### src/hdl/pcs_pkg.sv
// Shared types and constants for the PID controller step.
`timescale 1ns / 1ps
`default_nettype none
package pcs_pkg;

    localparam int MUL_A_W = 48;
    localparam int MUL_B_W = 32;
    localparam int MUL_P_W = MUL_A_W + MUL_B_W;
    localparam int DIV_N_W = 52;
    localparam int DIV_D_W = 32;

    typedef enum logic [4:0] {
        S_IDLE,
        S_WA,
        S_WA_W,
        S_WB,
        S_WB_W,
        S_SAT,
        S_VEL,
        S_VEL_W,
        S_IZ,
        S_IM_W,
        S_ID,
        S_ID_W,
        S_MP,
        S_MP_W,
        S_MD,
        S_MD_W,
        S_MI,
        S_MI_W,
        S_OUT
    } pcs_state_t;

    typedef enum logic [2:0] {
        CFG_KP,
        CFG_KI,
        CFG_KD,
        CFG_IZONE,
        CFG_INTEG_LOW,
        CFG_INTEG_HIGH,
        CFG_INPUT_RANGE,
        CFG_POS_TOL
    } pcs_cfg_t;

endpackage
`default_nettype wire

### src/hdl/pcs_mul.sv
// Bit-serial shift-add multiplier: signed multiplicand, unsigned multiplier.
`timescale 1ns / 1ps
`default_nettype none
module pcs_mul
    import pcs_pkg::*;
(
    input  wire logic                       clk,
    input  wire logic                       rst_n,
    input  wire logic                       start,
    input  wire logic signed [MUL_A_W-1:0]  a,
    input  wire logic        [MUL_B_W-1:0]  b,
    output logic                            done,
    output logic signed      [MUL_P_W-1:0]  prod
);

    localparam int CNT_W = $clog2(MUL_B_W + 1);

    logic signed [MUL_P_W-1:0] acc_reg;
    logic signed [MUL_P_W-1:0] mcand_reg;
    logic        [MUL_B_W-1:0] mplier_reg;
    logic        [CNT_W-1:0]   cnt_reg;
    logic                      run_reg;
    logic                      done_reg;

    always_ff @(posedge clk or negedge rst_n)
    begin
        if (!rst_n)
        begin
            run_reg  <= 1'b0;
            done_reg <= 1'b0;
            cnt_reg  <= '0;
        end
        else
        begin
            done_reg <= 1'b0;
            if (start)
            begin
                run_reg <= 1'b1;
                cnt_reg <= CNT_W'(MUL_B_W);
            end
            else if (run_reg)
            begin
                cnt_reg <= cnt_reg - CNT_W'(1);
                if (cnt_reg == CNT_W'(1))
                begin
                    run_reg  <= 1'b0;
                    done_reg <= 1'b1;
                end
            end
        end
    end

    always_ff @(posedge clk)
    begin
        if (start)
        begin
            acc_reg    <= '0;
            mcand_reg  <= MUL_P_W'(a);
            mplier_reg <= b;
        end
        else if (run_reg)
        begin
            if (mplier_reg[0])
            begin
                acc_reg <= acc_reg + mcand_reg;
            end
            mcand_reg  <= mcand_reg <<< 1;
            mplier_reg <= mplier_reg >> 1;
        end
    end

    assign done = done_reg;
    assign prod = acc_reg;

endmodule
`default_nettype wire

### src/hdl/pcs_div.sv
// Bit-serial restoring divider for unsigned operands.
`timescale 1ns / 1ps
`default_nettype none
module pcs_div
    import pcs_pkg::*;
(
    input  wire logic               clk,
    input  wire logic               rst_n,
    input  wire logic               start,
    input  wire logic [DIV_N_W-1:0] dividend,
    input  wire logic [DIV_D_W-1:0] divisor,
    output logic                    done,
    output logic      [DIV_N_W-1:0] quo,
    output logic      [DIV_D_W-1:0] rem
);

    localparam int CNT_W = $clog2(DIV_N_W + 1);

    logic [DIV_D_W-1:0] rem_reg;
    logic [DIV_N_W-1:0] quo_reg;
    logic [DIV_D_W-1:0] dvs_reg;
    logic [CNT_W-1:0]   cnt_reg;
    logic               run_reg;
    logic               done_reg;
    logic [DIV_D_W:0]   sh;
    logic [DIV_D_W+1:0] diff;
    logic               borrow;

    always_comb
    begin
        sh     = {rem_reg, quo_reg[DIV_N_W-1]};
        diff   = {1'b0, sh} - {2'b00, dvs_reg};
        borrow = diff[DIV_D_W+1];
    end

    always_ff @(posedge clk or negedge rst_n)
    begin
        if (!rst_n)
        begin
            run_reg  <= 1'b0;
            done_reg <= 1'b0;
            cnt_reg  <= '0;
        end
        else
        begin
            done_reg <= 1'b0;
            if (start)
            begin
                run_reg <= 1'b1;
                cnt_reg <= CNT_W'(DIV_N_W);
            end
            else if (run_reg)
            begin
                cnt_reg <= cnt_reg - CNT_W'(1);
                if (cnt_reg == CNT_W'(1))
                begin
                    run_reg  <= 1'b0;
                    done_reg <= 1'b1;
                end
            end
        end
    end

    always_ff @(posedge clk)
    begin
        if (start)
        begin
            rem_reg <= '0;
            quo_reg <= dividend;
            dvs_reg <= divisor;
        end
        else if (run_reg)
        begin
            rem_reg <= borrow ? sh[DIV_D_W-1:0] : diff[DIV_D_W-1:0];
            quo_reg <= {quo_reg[DIV_N_W-2:0], ~borrow};
        end
    end

    assign done = done_reg;
    assign quo  = quo_reg;
    assign rem  = rem_reg;

endmodule
`default_nettype wire

### src/hdl/pid_controller_step.sv
// Top level of the PID controller step: sequencer, registers, state and result stage.
`timescale 1ns / 1ps
`default_nettype none
// One request at a time: error, optional wrap into the continuous span, velocity,
// integrator update and the three gain products run in order through one serial
// multiplier (one multiplier bit a cycle) and one serial divider (one quotient
// bit a cycle). The result waits in an output register, and a new request is
// taken while it waits.
module pid_controller_step
    import pcs_pkg::*;
#(
    parameter int TICKS_PER_SECOND = 1000,
    parameter int VEL_TOLERANCE    = 2147483647
)
(
    input  wire logic               clk,
    input  wire logic               rst_n,
    input  wire logic               in_valid,
    output logic                    in_stall,
    input  wire logic signed [31:0] measurement,
    input  wire logic signed [31:0] setpoint,
    input  wire logic        [15:0] dt_ticks,
    output logic                    out_valid,
    input  wire logic               out_stall,
    output logic signed      [47:0] drive,
    output logic                    at_setpoint,
    output logic                    zero_interval,
    input  wire logic               cfg_valid,
    output logic                    cfg_ready,
    input  wire logic        [2:0]  cfg_index,
    input  wire logic        [47:0] cfg_data
);

    localparam logic signed [20:0] TPS_S  = 21'(TICKS_PER_SECOND);
    localparam logic        [31:0] TPS_U  = 32'(TICKS_PER_SECOND);
    localparam logic        [32:0] VTOL_U = 33'(VEL_TOLERANCE);
    localparam logic signed [63:0] MAX32  = 64'sd2147483647;
    localparam logic signed [63:0] MIN32  = -64'sd2147483648;
    localparam logic signed [63:0] MAX48  = 64'sd140737488355327;
    localparam logic signed [63:0] MIN48  = -64'sd140737488355328;
    localparam logic signed [63:0] BIG60  = 64'sd1152921504606846976;

    function automatic logic signed [31:0] sat32(input logic signed [63:0] x);
        logic signed [31:0] r;
        if (x > MAX32)
        begin
            r = 32'sh7FFFFFFF;
        end
        else if (x < MIN32)
        begin
            r = 32'sh80000000;
        end
        else
        begin
            r = x[31:0];
        end
        return r;
    endfunction

    pcs_state_t state_reg, state_next;

    logic        [31:0] kp_reg, ki_reg, kd_reg, range_reg;
    logic        [30:0] izone_reg, pos_tol_reg;
    logic signed [47:0] ilow_reg, ihigh_reg;

    logic signed [34:0] e_reg;
    logic signed [31:0] e32_reg;
    logic signed [31:0] v_reg;
    logic signed [31:0] last_error_reg;
    logic signed [47:0] integral_reg;
    logic        [15:0] dt_reg;
    logic               zi_reg;
    logic               neg_reg;
    logic        [51:0] pmag_reg;
    logic signed [63:0] acc_reg;

    logic               out_valid_reg;
    logic signed [47:0] drive_reg;
    logic               at_reg;
    logic               zo_reg;

    logic                      mul_start;
    logic signed [MUL_A_W-1:0] mul_a;
    logic        [MUL_B_W-1:0] mul_b;
    logic                      mul_done;
    logic signed [MUL_P_W-1:0] mul_prod;
    logic                      div_start;
    logic        [DIV_N_W-1:0] div_dvd;
    logic        [DIV_D_W-1:0] div_dvs;
    logic                      div_done;
    logic        [DIV_N_W-1:0] div_quo;
    logic        [DIV_D_W-1:0] div_rem;

    logic signed [34:0] lo_s, hi_s;
    logic signed [35:0] xa, xb;
    logic signed [35:0] xsel;
    logic signed [34:0] srem;
    logic signed [32:0] dvel;
    logic signed [53:0] num;
    logic signed [53:0] sq;
    logic signed [32:0] e_abs, v_abs;
    logic signed [54:0] iacc;
    logic signed [47:0] iclamp;
    logic signed [63:0] prod_sh;
    logic signed [63:0] ti_sat;
    logic               res_free;

    always_comb
    begin
        lo_s    = -$signed({4'b0000, range_reg[31:1]});
        hi_s    = lo_s + $signed({3'b000, range_reg});
        xa      = 36'(e_reg) - 36'(lo_s);
        xb      = 36'(e_reg) - 36'(hi_s);
        xsel    = (state_reg == S_WA) ? xa : xb;
        srem    = neg_reg ? -$signed({3'b000, div_rem}) : $signed({3'b000, div_rem});
        dvel    = 33'(e32_reg) - 33'(last_error_reg);
        num     = 54'(dvel) * 54'(TPS_S);
        sq      = neg_reg ? -$signed({2'b00, div_quo}) : $signed({2'b00, div_quo});
        e_abs   = (e32_reg < 0) ? -33'(e32_reg) : 33'(e32_reg);
        v_abs   = (v_reg < 0) ? -33'(v_reg) : 33'(v_reg);
        iacc    = 55'(integral_reg) + 55'(sq);
        if (iacc < 55'(ilow_reg))
        begin
            iclamp = ilow_reg;
        end
        else if (iacc > 55'(ihigh_reg))
        begin
            iclamp = ihigh_reg;
        end
        else
        begin
            iclamp = iacc[47:0];
        end
        prod_sh = 64'(mul_prod >>> 16);
        if (prod_sh > BIG60)
        begin
            ti_sat = BIG60;
        end
        else if (prod_sh < -BIG60)
        begin
            ti_sat = -BIG60;
        end
        else
        begin
            ti_sat = prod_sh;
        end
        res_free = !out_valid_reg || !out_stall;
    end

    always_comb
    begin
        state_next = state_reg;
        mul_start  = 1'b0;
        mul_a      = MUL_A_W'(e32_reg);
        mul_b      = kp_reg;
        div_start  = 1'b0;
        div_dvd    = DIV_N_W'(xsel < 0 ? -xsel : xsel);
        div_dvs    = range_reg;
        unique case (state_reg)
            S_IDLE:
            begin
                if (in_valid)
                begin
                    state_next = (range_reg != '0) ? S_WA : S_SAT;
                end
            end
            S_WA:
            begin
                div_start  = 1'b1;
                state_next = S_WA_W;
            end
            S_WA_W:
            begin
                if (div_done)
                begin
                    state_next = S_WB;
                end
            end
            S_WB:
            begin
                div_start  = 1'b1;
                state_next = S_WB_W;
            end
            S_WB_W:
            begin
                if (div_done)
                begin
                    state_next = S_SAT;
                end
            end
            S_SAT:
            begin
                state_next = S_VEL;
            end
            S_VEL:
            begin
                div_dvd = DIV_N_W'(num < 0 ? -num : num);
                div_dvs = DIV_D_W'(dt_reg);
                if (zi_reg)
                begin
                    state_next = S_IZ;
                end
                else
                begin
                    div_start  = 1'b1;
                    state_next = S_VEL_W;
                end
            end
            S_VEL_W:
            begin
                if (div_done)
                begin
                    state_next = S_IZ;
                end
            end
            S_IZ:
            begin
                mul_b = MUL_B_W'(dt_reg);
                if (e_abs > 33'(izone_reg))
                begin
                    state_next = S_MP;
                end
                else if (ki_reg != '0)
                begin
                    mul_start  = 1'b1;
                    state_next = S_IM_W;
                end
                else
                begin
                    state_next = S_MP;
                end
            end
            S_IM_W:
            begin
                if (mul_done)
                begin
                    state_next = S_ID;
                end
            end
            S_ID:
            begin
                div_dvd    = pmag_reg;
                div_dvs    = TPS_U;
                div_start  = 1'b1;
                state_next = S_ID_W;
            end
            S_ID_W:
            begin
                if (div_done)
                begin
                    state_next = S_MP;
                end
            end
            S_MP:
            begin
                mul_start  = 1'b1;
                state_next = S_MP_W;
            end
            S_MP_W:
            begin
                if (mul_done)
                begin
                    state_next = S_MD;
                end
            end
            S_MD:
            begin
                mul_a      = MUL_A_W'(v_reg);
                mul_b      = kd_reg;
                mul_start  = 1'b1;
                state_next = S_MD_W;
            end
            S_MD_W:
            begin
                if (mul_done)
                begin
                    state_next = S_MI;
                end
            end
            S_MI:
            begin
                mul_a      = integral_reg;
                mul_b      = ki_reg;
                mul_start  = 1'b1;
                state_next = S_MI_W;
            end
            S_MI_W:
            begin
                if (mul_done)
                begin
                    state_next = S_OUT;
                end
            end
            S_OUT:
            begin
                if (res_free)
                begin
                    state_next = S_IDLE;
                end
            end
            default:
            begin
                state_next = S_IDLE;
            end
        endcase
    end

    always_ff @(posedge clk or negedge rst_n)
    begin
        if (!rst_n)
        begin
            state_reg <= S_IDLE;
        end
        else
        begin
            state_reg <= state_next;
        end
    end

    // Configuration registers
    always_ff @(posedge clk or negedge rst_n)
    begin
        if (!rst_n)
        begin
            kp_reg      <= '0;
            ki_reg      <= '0;
            kd_reg      <= '0;
            izone_reg   <= 31'h7FFFFFFF;
            ilow_reg    <= 48'sh800000000000;
            ihigh_reg   <= 48'sh7FFFFFFFFFFF;
            range_reg   <= '0;
            pos_tol_reg <= 31'd3277;
        end
        else if (cfg_valid && cfg_ready)
        begin
            unique case (pcs_cfg_t'(cfg_index))
                CFG_KP:          kp_reg      <= cfg_data[31:0];
                CFG_KI:          ki_reg      <= cfg_data[31:0];
                CFG_KD:          kd_reg      <= cfg_data[31:0];
                CFG_IZONE:       izone_reg   <= cfg_data[30:0];
                CFG_INTEG_LOW:   ilow_reg    <= cfg_data;
                CFG_INTEG_HIGH:  ihigh_reg   <= cfg_data;
                CFG_INPUT_RANGE: range_reg   <= cfg_data[31:0];
                CFG_POS_TOL:     pos_tol_reg <= cfg_data[30:0];
                default:         kp_reg      <= kp_reg;
            endcase
        end
    end

    // Controller state: last error and integral
    always_ff @(posedge clk or negedge rst_n)
    begin
        if (!rst_n)
        begin
            last_error_reg <= '0;
            integral_reg   <= '0;
        end
        else
        begin
            if (state_reg == S_VEL)
            begin
                last_error_reg <= e32_reg;
            end
            if (state_reg == S_IZ && e_abs > 33'(izone_reg))
            begin
                integral_reg <= '0;
            end
            else if (state_reg == S_ID_W && div_done)
            begin
                integral_reg <= iclamp;
            end
        end
    end

    // Datapath working registers
    always_ff @(posedge clk)
    begin
        unique case (state_reg)
            S_IDLE:
            begin
                if (in_valid)
                begin
                    e_reg  <= 35'(setpoint) - 35'(measurement);
                    dt_reg <= dt_ticks;
                    zi_reg <= (dt_ticks == '0);
                end
            end
            S_WA:
            begin
                neg_reg <= (xa < 0);
            end
            S_WA_W:
            begin
                if (div_done)
                begin
                    e_reg <= lo_s + srem;
                end
            end
            S_WB:
            begin
                neg_reg <= (xb < 0);
            end
            S_WB_W:
            begin
                if (div_done)
                begin
                    e_reg <= hi_s + srem;
                end
            end
            S_SAT:
            begin
                e32_reg <= sat32(64'(e_reg));
            end
            S_VEL:
            begin
                neg_reg <= (num < 0);
                v_reg   <= '0;
            end
            S_VEL_W:
            begin
                if (div_done)
                begin
                    v_reg <= sat32(64'(sq));
                end
            end
            S_IM_W:
            begin
                if (mul_done)
                begin
                    neg_reg  <= (mul_prod < 0);
                    pmag_reg <= 52'(mul_prod < 0 ? -mul_prod : mul_prod);
                end
            end
            S_MP:
            begin
                acc_reg <= '0;
            end
            S_MP_W, S_MD_W:
            begin
                if (mul_done)
                begin
                    acc_reg <= acc_reg + prod_sh;
                end
            end
            S_MI_W:
            begin
                if (mul_done)
                begin
                    acc_reg <= acc_reg + ti_sat;
                end
            end
            default:
            begin
                acc_reg <= acc_reg;
            end
        endcase
    end

    // Result stage
    always_ff @(posedge clk or negedge rst_n)
    begin
        if (!rst_n)
        begin
            out_valid_reg <= 1'b0;
        end
        else if (state_reg == S_OUT && res_free)
        begin
            out_valid_reg <= 1'b1;
        end
        else if (!out_stall)
        begin
            out_valid_reg <= 1'b0;
        end
    end

    always_ff @(posedge clk)
    begin
        if (state_reg == S_OUT && res_free)
        begin
            if (acc_reg > MAX48)
            begin
                drive_reg <= MAX48[47:0];
            end
            else if (acc_reg < MIN48)
            begin
                drive_reg <= MIN48[47:0];
            end
            else
            begin
                drive_reg <= acc_reg[47:0];
            end
            at_reg <= (e_abs < 33'(pos_tol_reg)) && (v_abs < $signed(VTOL_U));
            zo_reg <= zi_reg;
        end
    end

    pcs_mul u_mul (
        .clk   (clk),
        .rst_n (rst_n),
        .start (mul_start),
        .a     (mul_a),
        .b     (mul_b),
        .done  (mul_done),
        .prod  (mul_prod)
    );

    pcs_div u_div (
        .clk      (clk),
        .rst_n    (rst_n),
        .start    (div_start),
        .dividend (div_dvd),
        .divisor  (div_dvs),
        .done     (div_done),
        .quo      (div_quo),
        .rem      (div_rem)
    );

    assign in_stall      = (state_reg != S_IDLE);
    assign cfg_ready     = 1'b1;
    assign out_valid     = out_valid_reg;
    assign drive         = drive_reg;
    assign at_setpoint   = at_reg;
    assign zero_interval = zo_reg;

endmodule
`default_nettype wire

### config.mk
export PLATFORM = sky130hd
export DESIGN_NAME = pid_controller_step
export DESIGN_NICKNAME = d
export VERILOG_FILES = /design/src/hdl/pcs_pkg.sv /design/src/hdl/pcs_mul.sv /design/src/hdl/pcs_div.sv /design/src/hdl/pid_controller_step.sv
export SDC_FILE = /design/constraint.sdc
export NUM_CORES = 2
export LEC_CHECK = 0
export ABC_AREA = 0
export BUFFER_PORTS_ARGS = -buffer_cell sky130_fd_sc_hd__buf_2
export CORE_AREA = 2 2 453 455
export DETAILED_ROUTE_END_ITERATION = 8
export DIE_AREA = 0 0 455 457
export GPL_ROUTABILITY_DRIVEN = 0
export PLACE_DENSITY = 0.66
export SLEW_MARGIN = 20
export SYNTH_ARGS = -nofsm -noshare
export SYNTH_HDL_FRONTEND = slang
export SYNTH_SLANG_ARGS = --single-unit
export TNS_END_PERCENT = 1
### constraint.sdc
create_clock -name clk -period 14.2 [get_ports clk]
set_clock_uncertainty 0.1 [all_clocks]
set_input_delay 1.42 -clock clk [delete_from_list [all_inputs] [get_ports clk]]
set_output_delay 1.42 -clock clk [all_outputs]
set_load 0.05 [all_outputs]
Word-level counts from Yosys, hierarchy flattened

Index checks and enable logic that the tools add are counted.

Bits in registers: 979
Bits in latches: 0
Bits in writable memories: 0
ROM bits: 0
Input bits: 136
Output and inout bits: 53
Logic and storage cells: 235
Memories kept: 0

Add/subtract/negate cells: 22
Multiply operators: 1
Divide/modulo/power cells: 0
Magnitude comparators: 20
Eq/ne operators: 39
Shifts and indexed selects: 0
Mux-type cells: 78
Bitwise gates (word level): 1
Reductions and logical operators: 39

Operators with widths:

| kind                 | number |
|---|---|
| $mux 52              | 5 |
| $mux 64              | 4 |
| $mux 48              | 5 |
| $mux 32              | 7 |
| $pmux 64 s3          | 1 |
| $mux 80              | 2 |
| $mux 35              | 4 |
| $add 64x64->64       | 2 |
| $pmux 32 s2          | 2 |
| $lt 36x1->1 const B  | 3 |
| $pmux 35 s3          | 1 |
| $pmux 52 s2          | 1 |
| $pmux 32 s3          | 1 |
| $pmux 48 s2          | 1 |
| $pmux 5 s19          | 1 |
| $add 80x80->80       | 1 |
| $lt 80x1->1 const B  | 1 |
| $sub 35x35->36       | 2 |
| $add 35x35->35       | 2 |
| $mux 33              | 2 |
| $neg 32->33          | 2 |
| $sub 32x32->33       | 2 |
| $gt 64x48->1 const B | 1 |
| $gt 64x62->1 const B | 1 |
| other kinds (62)     | 146 |

Longest topological paths before layout

Depth in word-level cells: 8
Gate-level depth with buffers: 39
Depth with buffers taken out: 36

Hierarchy

Synthesis repeated with hierarchy kept, for this count alone.

Cell total of the unflattened synthesis: 9175
Area total of the unflattened synthesis: 82117.5 µm²

By module, submodules not included:

| module              | instances | cells each | area an instance (µm²) | seq. area each (µm²) |
|---|---|---|---|---|
| pid_controller_step | 1         | 7141       | 62389.8                | 17914.7 |
| pcs_mul             | 1         | 1382       | 12593.3                | 5165.0 |
| pcs_div             | 1         | 652        | 7134.3                 | 3363.2 |

Worst setup path after synthesis

No wires, ideal clock.

Path type: register to register
Start: reg e32_reg[0]
End: reg u_div.quo_reg[41], in the netlist u_div.quo[41] (data pin)
Setup time: 261 ps
Arrival: 8073 ps
Required time: 13839 ps
Slack: 5766 ps
Cell stages (with the launch flop): 34
Path buffers: 2
Period minus slack after synthesis: 8434 ps
Cells stage by stage: edfxtp_1 > inv_1 > ha_1 > fa_1 > nor2b_1 > o21ai_0 > a211oi_1 > o2111ai_1 > o21a_1 > xnor2_1 > xnor2_1 > xor2_1 > fa_1 > inv_1 > fa_1 > inv_1 > fa_1 > inv_1 > ha_1 > clkbuf_1 > a21oi_1 > o21bai_1 > a211o_1 > or3b_2 > o2bb2ai_1 > xnor2_1 > nor3_1 > and4_1 > and2_1 > clkbuf_1 > a31oi_1 > xnor2_1 > a221oi_1 > nor2_1

Word-level cells in the longest chain between the ends: 6
Elaborated cells between the ends (all ways): 7
Those cells by class: add/sub (2); mul (1); order compare (1); mux (3)

Ends and longest elaborated chain:

| what                                              | line                       | RTL |
|---|---|---|
| start: declaration                                | pid_controller_step.sv:67  | `logic signed [31:0] e32_reg;` |
| start signal: assignment                          | pid_controller_step.sv:412 | `e32_reg <= sat32(64'(e_reg));` |
| $sub 32x32->33 (*)                                | pid_controller_step.sv:116 | `dvel = 33'(e32_reg) - 33'(last_error_reg);` |
| $mul 33x8->41 (*)                                 | pid_controller_step.sv:117 | `num = 54'(dvel) * 54'(TPS_S);` |
| $neg 44->52 / $lt 44x1->1 (equally long branches) | pid_controller_step.sv:197 | `div_dvd = DIV_N_W'(num < 0 ? -num : num);` |
| $mux 52 (*)                                       | pid_controller_step.sv:197 |  |
| $pmux 52 s2 (*)                                   | pid_controller_step.sv:159 | `unique case (state_reg)` |
| $mux 52 (*)                                       | pcs_div.sv:66              | `if (start)` |
| end signal: assignment                            | pcs_div.sv:69              | `quo_reg <= dividend;` |
| end signal: assignment                            | pcs_div.sv:75              | `quo_reg <= {quo_reg[DIV_N_W-2:0], ~borrow};` |
| end: declaration                                  | pcs_div.sv:20              | `logic [DIV_N_W-1:0] quo_reg;` |

Every way passes the cells marked *; elsewhere a longest branch is shown, timed or not.
A chain may end at the register's enable or synchronous reset.

Worst setup path after layout

Start: reg u_div.quo_reg[11], in the netlist u_div.quo[11]
End: reg integral_reg[32]

Word-level cells in the longest chain between the ends: 8
Elaborated cells between the ends (all ways): 9
Those cells by class: add/sub (2); order compare (2); mux (5)

Ends and longest elaborated chain:

| what                   | line                       | RTL |
|---|---|---|
| $neg 52->54            | pid_controller_step.sv:118 | `sq = neg_reg ? -$signed({2'b00, div_quo}) : $signed({2'b00, div_quo});` |
| $mux 54 (*)            | pid_controller_step.sv:118 |  |
| $add 48x54->55 (*)     | pid_controller_step.sv:121 | `iacc = 55'(integral_reg) + 55'(sq);` |
| $gt 55x48->1           | pid_controller_step.sv:126 | `else if (iacc > 55'(ihigh_reg))` |
| $mux 48                | pid_controller_step.sv:126 |  |
| $mux 48 (*)            | pid_controller_step.sv:122 | `if (iacc < 55'(ilow_reg))` |
| $mux 48 (*)            | pid_controller_step.sv:368 | `else if (state_reg == S_ID_W && div_done)` |
| $mux 48 (*)            | pid_controller_step.sv:364 | `if (state_reg == S_IZ && e_abs > 33'(izone_reg))` |
| end signal: assignment | pid_controller_step.sv:370 | `integral_reg <= iclamp;` |
| end: declaration       | pid_controller_step.sv:70  | `logic signed [47:0] integral_reg;` |

Every way passes the cells marked *; elsewhere a longest branch is shown, timed or not. The select of a mux whose other input is x is not followed.

==> flow_metrics.env <==
export IMPL_reg2reg_depth=31
export IMPL_fp_dieH_um=457
export IMPL_vias=70186
export IMPL_hold_buffers=0
export IMPL_grt_ovfl_total=0
export IMPL_setup_tns_ps=0
export IMPL_wl_met2_um=114000
export IMPL_grt_max_degree=186
export IMPL_post_drt_via_cell_ratio=5.88
export IMPL_rrSetupSlack_ps=4100
export IMPL_whs_endpoint="u_mul.prod[72]"
export IMPL_place_ws_ps=4350
export IMPL_rows=166
export IMPL_yosys_warnings=0
export IMPL_synth_seq_cells=979
export IMPL_portBuffers=187
export IMPL_cts_resized=0
export IMPL_synthesis_nets=10127
export IMPL_h_tree_depth=3
export IMPL_synth_area_um2=80700
export IMPL_async_flop_share=0.396
export IMPL_synthAdderAreaFrac=0.141
export IMPL_drive_above_1_share=0.0978
export IMPL_area_growth_pct=9.64
export IMPL_cap_violations=0
export IMPL_cts_buffer_depth=3
export IMPL_synth_edff_count=479
export IMPL_num_io_pins=189
export IMPL_maxUsedRoutingLayer="met5"
export IMPL_min_period_ps=10100
export IMPL_synthTopCellsByArea="edfxtp_1 (18%), ha_1 (11%), dfrtp_1 (9.4%)"
export IMPL_drt_total_wl_um=254000
export IMPL_synthSimpleGateAreaFrac=0.153
export IMPL_period_share=0.712
export IMPL_die_width_um=455
export IMPL_clkLatencyLatePin_ps=820
export IMPL_tritoncts="built"
export IMPL_min_delay_start="u_mul.prod[72]"
export IMPL_relSlewSlack=0.222
export IMPL_initial_core_util=0.397
export IMPL_max_freq_mhz=99.0
export IMPL_endpoint_kind="flip-flop"
export IMPL_grt_pass1_vias=67654
export IMPL_dr_pass1_iters=7
export IMPL_setup_viol=0
export IMPL_r2r_end="integral_reg[32]"
export IMPL_rsz0062_at_grt="no"
export IMPL_seq_area_frac_synth=0.328
export IMPL_yosysMostFrequentCell="nand2_1"
export IMPL_drt_iter0_drc=6610
export IMPL_synth_area_mux_share=0.0404
export IMPL_synth_top_family_by_area="compound AO/OA/AOI/OAI gates"
export IMPL_final_nets=10120
export IMPL_drc=0
export IMPL_die_area_um2=208000
export IMPL_worstMarginPinSlew_ps=1160
export IMPL_root_buffer="clkbuf_16"
export IMPL_wl_met1_um=105000
export IMPL_post_cts_buffers=0
export IMPL_critPathMaxFanout=78
export IMPL_reg2reg_from="u_div.quo[11]"
export IMPL_drtAntennaViolNets=0
export IMPL_yosysTopAreaCellShare=0.178
export IMPL_yosys_area_top_type="edfxtp_1"
export IMPL_crit_path_start_kind="flip-flop"
export IMPL_drv_slew=0
export IMPL_hpwl_um=195000
export IMPL_hold_depth=2
export IMPL_synthTopCellsByCount="nand2_1 (843), inv_1 (733), a21oi_1 (720)"
export IMPL_clock_sinks=979
export IMPL_worst_path_max_delay_cell="nor2b_1"
export IMPL_hold_viol=0
export IMPL_synth_compound_area_frac=0.210
export IMPL_dp_cells=11727
export IMPL_met3WireLength_um=17800
export IMPL_hold_path_class="flip-flop to flip-flop"
export IMPL_core_area_um2=203000
export IMPL_multi_input_area_um2=50200
export IMPL_status="complete, no violations"
export IMPL_wire_per_inst_um=21.3
export IMPL_critical_path_arrival_ps=10700
export IMPL_stdcell_count=11944
export IMPL_whs_ps=399
export IMPL_syn_inst=9159
export IMPL_numCtsBuffers=110
export IMPL_synth_xor_area_share=0.0748
export IMPL_critPathLaunch="u_div.quo[11]"
export IMPL_synth_distinct_cells=101
export IMPL_setup_slack_ps=4100
export IMPL_crit_type="flip-flop to flip-flop"
export IMPL_cp_required_ps=14790
export IMPL_synth_flop_cell="edfxtp_1"
export IMPL_seqCellArea_um2=26400
export IMPL_antenna_found_initial=20
export IMPL_max_stage_delay_ps=960
export IMPL_grt_pass1_wl_um=391000
export IMPL_clkTransAtPathRegs_ps=60
export IMPL_track_usage=0.238
export IMPL_fillers=19523
export IMPL_syn_area_per_cell_um2=8.81
## cell families after synthesis
kind of cell | after synthesis
buf+inv | 1128
simple gates | 2574
other cells | 1
xor+xnor | 689
fa+ha+maj | 834
compound gates | 2659
mux | 295
flops | 979
## per-stage QoR
| stage | utilization | instance area [um^2] |
|---|---|---|
| floorplan | - | 80700 |
| global placement | 0.415 | 84300 |
| detailed placement | 0.415 | 84300 |
| CTS | 0.434 | 88300 |
| global route | 0.435 | 88400 |
| finish | 0.435 | 88400 |
## critical path: cells and delay by family (launching register included)
family,cells,cell delay [ps]
XOR/XNOR,2,400
AO/OA/AOI/OAI,13,2910
adder cells (fa/ha/maj),2,710
buffers and inverters,2,710
flip-flops,1,430
AND/OR/NAND/NOR,11,4450
multiplexers,1,270
## per-layer routing
layer  vias up  track usage
met2      2624        0.379
met1     33995        0.304
met4        16        0.140
met5         -            0
met3       601       0.0357
li1      32950            -
## area by class of cell
| class | instances | area share |
|---|---|---|
| Inverter | 733 | 0.0311 |
| Antenna cell | 6 | 0.000170 |
| Clock buffer | 146 | 0.0346 |
| Timing Repair Buffer | 276 | 0.0187 |
| Tap cell | 2688 | 0.0380 |
| Clock inverter | 64 | 0.0109 |
| Multi-Input combinational cell | 7052 | 0.567 |
| Sequential cell | 979 | 0.299 |
## cell usage in the layout (no fill, tap or decap), types with 94 or more instances in the layout
master,n
o21a_1,143
a21o_1,345
nand4_1,107
nand3_1,137
nand2b_1,118
dfrtp_1,302
clkbuf_16,114
and2_1,94
buf_2,186
mux2_2,245
nor2_1,663
nand2_1,839
a31oi_1,138
o21ai_0,621
edfxtp_1,479
xnor2_1,451
ha_1,708
inv_1,731
fa_1,124
dfxtp_1,111
xor2_1,237
nor3_1,113
a21oi_1,716
## how the worst max path moves through the flow
stage | end | depth (start not counted)
detailed placement | integral_reg[32] | 31
global placement | u_div.quo[41] | 32
finish | integral_reg[32] | 31
floorplan | u_div.quo[41] | 33
global route | integral_reg[38] | 31
CTS | integral_reg[32] | 31
Power is not shown: default switching activity piles up to over one toggle a cycle in this logic, so the estimate is an artifact.
